`src/rpb_pkg.sv`:
```
//------------------------------------------------------------------------------
// rpb_pkg
// Shared types and constants of the relative position bias lookup.
//------------------------------------------------------------------------------
package rpb_pkg;

   // Command codes carried by an input beat.
   localparam logic CMD_WRITE   = 1'b0;
   localparam logic CMD_COMPUTE = 1'b1;

   // Register indexes on the configuration port.
   localparam logic [1:0] REG_NUM_HEADS     = 2'd0;
   localparam logic [1:0] REG_NUM_BUCKETS   = 2'd1;
   localparam logic [1:0] REG_DIST_LIMIT    = 2'd2;
   localparam logic [1:0] REG_BIDIRECTIONAL = 2'd3;

   // Argument selects of the shared log unit.
   localparam logic [1:0] LSEL_DIST  = 2'd0;
   localparam logic [1:0] LSEL_EXACT = 2'd1;
   localparam logic [1:0] LSEL_LIMIT = 2'd2;

   // Sequencer states.
   typedef enum logic [3:0] {
      ST_IDLE,
      ST_LOG_START,
      ST_LOG_NORM,
      ST_LOG_SQ,
      ST_LOG_DONE,
      ST_DIV,
      ST_MUL,
      ST_FINISH,
      ST_READ,
      ST_EMIT
   } state_type;

   // States of the log unit.
   typedef enum logic [1:0] {L_IDLE, L_NORM, L_SQ, L_DONE} lstate_type;

   // Request from the sequencer to the log unit, and its reply.
   typedef struct packed {
      logic        start;
      logic [15:0] x;
   } log_req_type;

   typedef struct packed {
      logic        done;
      logic [20:0] value;
   } log_rsp_type;

endpackage

```
`src/rpb_log2.sv`:
```
//------------------------------------------------------------------------------
// rpb_log2
// Iterative log2 in Q5.16: normalize one bit a cycle, then one squaring a cycle.
//------------------------------------------------------------------------------
module rpb_log2
   import rpb_pkg::*;
(
   input  logic        clock,
   input  logic        reset,
   input  log_req_type req,
   output log_rsp_type rsp
);

   lstate_type  st_ff, st_in;
   logic [15:0] x_ff, x_in;
   logic [4:0]  e_ff, e_in;
   logic [31:0] m_ff, m_in;
   logic [15:0] frac_ff, frac_in;
   logic [4:0]  cnt_ff, cnt_in;
   logic [63:0] sq;
   logic [33:0] sqs;

   // Squaring of the Q2.30 mantissa.
   assign sq  = {32'd0, m_ff} * {32'd0, m_ff};
   assign sqs = sq[63:30];

   // Next state of the unit.
   always_comb begin
      st_in   = st_ff;
      x_in    = x_ff;
      e_in    = e_ff;
      m_in    = m_ff;
      frac_in = frac_ff;
      cnt_in  = cnt_ff;
      case (st_ff)
         L_IDLE: begin
            if (req.start) begin
               x_in   = req.x;
               e_in   = 5'd15;
               cnt_in = 5'd0;
               st_in  = L_NORM;
            end
         end
         L_NORM: begin
            // Search for the leading one, one position a cycle.
            if (x_ff[15] || e_ff == 5'd0) begin
               m_in    = {2'b01, x_ff[14:0], 15'd0};
               frac_in = 16'd0;
               st_in   = L_SQ;
            end else begin
               x_in = {x_ff[14:0], 1'b0};
               e_in = e_ff - 5'd1;
            end
         end
         L_SQ: begin
            if (sqs >= 34'h080000000) begin
               frac_in = {frac_ff[14:0], 1'b1};
               m_in    = sqs[32:1];
            end else begin
               frac_in = {frac_ff[14:0], 1'b0};
               m_in    = sqs[31:0];
            end
            cnt_in = cnt_ff + 5'd1;
            if (cnt_ff == 5'd15) begin
               st_in = L_DONE;
            end
         end
         L_DONE: st_in = L_IDLE;
         default: st_in = L_IDLE;
      endcase
   end

   always_ff @(posedge clock) begin
      if (reset) begin
         st_ff <= L_IDLE;
      end else begin
         st_ff <= st_in;
      end
      x_ff    <= x_in;
      e_ff    <= e_in;
      m_ff    <= m_in;
      frac_ff <= frac_in;
      cnt_ff  <= cnt_in;
   end

   // A zero input reads as zero.
   assign rsp.done  = (st_ff == L_DONE);
   assign rsp.value = (x_ff == 16'd0) ? 21'd0 : {e_ff, frac_ff};

endmodule

```
`config.mk`:
```
export PLATFORM = sky130hd
export DESIGN_NAME = rpb_log2
export DESIGN_NICKNAME = d
export VERILOG_FILES = /design/src/rpb_pkg.sv /design/src/rpb_log2.sv
export SDC_FILE = /design/constraint.sdc
export NUM_CORES = 2
export LEC_CHECK = 0
export ABC_AREA = 1
export BUFFER_PORTS_ARGS = -buffer_cell sky130_fd_sc_hd__buf_2
export CORE_UTILIZATION = 45
export DETAILED_ROUTE_END_ITERATION = 8
export GPL_TIMING_DRIVEN = 0
export PLACE_DENSITY = 0.62
export SLEW_MARGIN = 10
export SYNTH_ARGS = -nofsm -noshare
export SYNTH_HDL_FRONTEND = slang
export SYNTH_SLANG_ARGS = --single-unit
export TNS_END_PERCENT = 1
```
`constraint.sdc`:
```
create_clock -name clock -period 14.7 [get_ports clock]
set_clock_uncertainty 0.05 [all_clocks]
set_input_delay 1.47 -clock clock [delete_from_list [all_inputs] [get_ports clock]]
set_output_delay 1.47 -clock clock [all_outputs]
set_load 0.02 [all_outputs]
```
# Word-level counts from Yosys, hierarchy flattened
# Cells that the tools add are included.
# op_classes
addsub,2
order_cmp,1
n_mux,19
multipliers,1
n_eq_ne,8
reduce_logical,11
# ops
op,n
32-bit by 32-bit multiplier with 64-bit output,1
32-bit 2-to-1 mux,2
16-bit case mux with 2 select lines,2
32-bit case mux with 2 select lines,1
16-bit 2-to-1 mux,3
"34-bit by 32-bit greater-or-equal comparator with 1-bit output, second input constant",1
21-bit 2-to-1 mux,1
5-bit case mux with 2 select lines,2
16-bit zero test,1
5-bit 2-to-1 mux,3
"2-bit inequality test, second input constant",4
2-bit case mux with 4 select lines,1
2-bit 2-to-1 mux,3
3-bit AND reduction,2
2-bit nonzero test,3
"5-bit by 1-bit adder with 5-bit output, second input constant",1
"5-bit by 4-bit == test with 1-bit output, second input constant",1
5-bit zero test,1
"5-bit by 1-bit subtractor with 5-bit output, second input constant",1
"2-bit == test, second input constant",2
2-bit AND reduction,2
"2-bit by 1-bit == test with 1-bit output, second input constant",1
2-bit zero test,1
1-bit logical OR,1
1-bit 2-to-1 mux,1
# word_totals
reg_bits,76
word_cells,48
in_bits,19
out_inout_bits,22

# Logic depth before layout (Yosys ltp)
# depth
depth_word,4
depth_mapped,39
mapped_depth_nobuf,36

# Worst setup path before layout
# Ideal clock, no wire load.
# synth_path
kind,flip-flop to flip-flop
from,register m_ff[7]
to,"register m_ff[20], data pin"
slack_ps,7418
setup_time_ps,259
synth_period_minus_slack_ps,7282
t_required_ps,14391
n_path_buf,3
path_stages_with_launch,36
arrival_ps,6973
path_cell_list,edfxtp_1 -> clkbuf_1 -> buf_1 -> nand2_1 -> fa_1 -> inv_1 -> fa_1 -> fa_1 -> inv_1 -> fa_1 -> inv_1 -> fa_1 -> inv_1 -> fa_1 -> inv_1 -> fa_1 -> inv_1 -> fa_1 -> inv_1 -> ha_1 -> nand2_1 -> nor2_1 -> inv_1 -> nor2_1 -> nand2_1 -> inv_1 -> nand2_1 -> nand2_1 -> nand3_1 -> nand3_1 -> nand2_2 -> nor2_8 -> nand2_2 -> buf_2 -> nand3_1 -> nand3_1
# synth_between
elab_chain_len,4
# synth_rtl
element,line_no,rtl
"start, declared",rpb_log2.sv:17,"logic [31:0] m_ff, m_in;"
"start signal, assigned",rpb_log2.sv:81,m_ff <= m_in;
32-bit by 32-bit multiplier with 64-bit output *,rpb_log2.sv:24,"assign sq = {32'd0, m_ff} * {32'd0, m_ff};"
34-bit by 32-bit greater-or-equal comparator with 1-bit output,rpb_log2.sv:56,if (sqs >= 34'h080000000) begin
32-bit 2-to-1 mux *,rpb_log2.sv:56,
32-bit case mux with 2 select lines *,rpb_log2.sv:35,case (st_ff)
net m_in[20],rpb_log2.sv:17,
# Mark *: on every way through the listed nets, which the timed path passes. The rest lies on a longest branch.
# A chain may end at the register's enable or synchronous reset.

# Final worst setup path
# layout_path
from,register m_ff[19]
to,"register m_ff[18], data pin"
# Same word-level chain as after synthesis.

==> flow_metrics.py <==
metrics = {
    "sta": {
        "relSlewSlack": 0.0632,
        "rsz0062_at_grt": "no",
        "setup_viol_count_final": 0,
        "drv_slew": 0,
        "period_needed_ns": 10.40,
        "period_share": 0.707,
        "hold_ws_ns": 0.486,
        "max_clock_freq_mhz": 96.2,
        "hold_violations": 0,
        "setup-tns-final_ns": 0,
        "worst_pin_slew_ns": 1.41,
    },
    "finish": {
        "antenna_cells": 0,
        "drive_above_1_share": 0.0271,
        "fin_cells": 5344,
        "synthToLayoutAreaGrowth_pct": 5.31,
        "nets": 5422,
    },
    "floorplan": {
        "core_um2": 75900,
        "core.rowCount": 101,
        "start_util": 0.454,
        "die-area_um2": 77800,
        "die_y_um": 279,
        "io_pins": 41,
        "die_w_um": 279,
    },
    "synth": {
        "syn_area_per_cell_um2": 8.11,
        "syn-num-nets": 5369,
        "yosysMostFrequentCell": "inv_1",
        "syn_area_um2": 34500,
        "synth_cell_types": 39,
        "yosysWarnings": 0,
        "synthTopCellsByCount": "inv_1, nand2_1, fa_1",
        "async_reset_ff_frac": 0,
        "synth_cells": 4256,
        "ys_ff_latch": 76,
        "synth_top_area_share": 0.460,
        "yosysTopAreaCell": "fa_1",
        "ys_top_cells_by_area": "fa_1, inv_1, ha_1, nand2_1, edfxtp_1",
        "synth-seq-area-share": 0.0656,
        "synth_edf_count": 74,
        "synth_ff_type": "edfxtp_1",
    },
    "drt": {
        "wl_met1_um": 45300,
        "drtAntennaViolNets": 0,
        "wl_met2_um": 52000,
        "route.top_layer_used": "met5",
        "routed_via_density": 5.01,
        "drt-wirelength-per-cell_um": 21.0,
        "dr.pass1.iters": 7,
        "drt_wl_total_um": 112000,
        "first_iter_violations": 2398,
        "wl_met3_um": 8970,
        "vias": 26800,
        "drc": 0,
    },
    "placed_design": {
        "hpwlAfterDp_um": 94200,
        "gp_congestion": 1.01,
        "dp_cells": 5328,
        "port_buffers": 40,
    },
    "critical_path": {
        "cp_slowest_cell": "clkbuf_1",
        "max_stage_delay_ns": 1.09,
        "reg2reg_slack_ns": 4.30,
        "crit-reg2reg-launch": "m_ff[19]",
        "arrival_ns": 10.41,
        "cp-end-kind": "register",
        "reg2reg_to": "m_ff[18]",
        "crit_fanout": 10,
        "startpoint_type": "register",
        "cpMostUsedCell": "fa_1",
        "worstSetupPathType": "register to register",
        "required_ns": 14.71,
        "worstRegToRegCells": 29,
    },
    "cts": {
        "clkTransAtPathRegs_ns": 0.07,
        "clk_path_buf_depth": 2,
        "cts_tree": "yes",
        "clk_latency_ns": 0.36,
        "post-cts-setup-buffers": 0,
        "ctsHoldBuffers": 0,
        "cts_made_buffers": 9,
        "clockRootBuffer": "clkbuf_16",
        "cts_resized": 0,
        "ctsHtreeMaxLevel": 3,
        "cts.sinks": 76,
    },
    "min_path": {
        "hp-start": "frac_ff[0]",
        "min_path_type": "register to register",
        "hold_path_depth": 2,
        "whs_endpoint": "frac_ff[1]",
    },
    "global_route": {
        "grt_max_degree": 27,
        "overflow": 0,
        "grt_pass1_wl_um": 171000,
        "grt_use_total": 0.302,
        "antenna_found_initial": 1,
        "grt_pass1_vias": 28100,
    },
    "run_status": {
        "outcome": "complete, no violations",
    },
    "flow_run": {
        "max_cap_viol_count": 0,
    },
}
==> cells in the final DEF, fill, tap and decap left out, drive strengths merged, types with 4 or more instances in the layout <==
cell	instances
nor2	170
nor4	7
a21oi	88
xnor2	20
o21ai	34
nand4	26
nand2	983
a31o	6
a21o	4
edfxtp	74
xor2	35
nand3	106
inv	1415
buf	67
fa	793
ha	301
clkbuf	111
o21bai	33
or2	7
nor3	14
==> layout make-up <==
type | count | area [um2]
clock inverter | 6 | 71.3
buffer | 126 | 502
fill | 7586 | 39600
inverter | 1415 | 5310
sequential | 76 | 2260
tap | 1030 | 1290
timing repair buffer | 42 | 231
clock buffer | 10 | 229
multi-input combinational | 2639 | 26400
==> flip-flops by register name, summed over array words and instances, names as in the netlist <==
signal   count
m_ff        32
x_ff        16
e_ff         5
cnt_ff       5
st_ff        2
frac_ff     16
==> metal layers <==
metal	track usage	up-vias
li1	-	12100
met1	0.400	13300
met2	0.491	1066
met3	0.0452	256
met4	0.131	2
met5	0	-
==> how the worst max path moves through the flow <==
stage	startpoint	end	slack (ns)	cells after the start
after floorplan	m_ff[7]	m_ff[20]	7.42	35
after global placement	m_ff[19]	m_ff[18]	4.63	29
after detailed placement	m_ff[19]	m_ff[18]	4.64	29
after CTS	m_ff[19]	m_ff[18]	4.58	29
after global routing	m_ff[19]	m_ff[18]	4.05	29
final	m_ff[19]	m_ff[18]	4.30	29
==> kinds of logic after synthesis <==
group                      after synthesis  synth area share
AOI/OAI and AO/OA                      173            0.0290
and+or+nand+nor                       1317             0.154
adders and majority gates             1094             0.569
xor gates and xnor gates                55            0.0140
DFF                                     76            0.0656
buffers and inverters                 1541             0.168
==> worst max-delay path: cells and delay by family (launching register included) <==
| family | cells | cell delay [ns] |
|---|---|---|
| buffers and inverters | 7 | 2.57 |
| adder cells (fa/ha/maj) | 9 | 4.60 |
| AND/OR/NAND/NOR | 13 | 1.92 |
| flip-flops | 1 | 0.88 |
==> metrics by stage <==
stage | util | setup WS (ns) | instance area (um2)
after floorplan | - | 7.42 | 34500
after global placement | 0.474 | 4.63 | 36000
after detailed placement | 0.474 | 4.64 | 36000
after CTS | 0.478 | 4.58 | 36300
after global routing | 0.478 | 4.05 | 36300
final | 0.478 | 4.30 | 36300
Power is left out: the tool's default activity adds up to more than one toggle a clock period on the data nets, which glitch-free logic cannot reach.
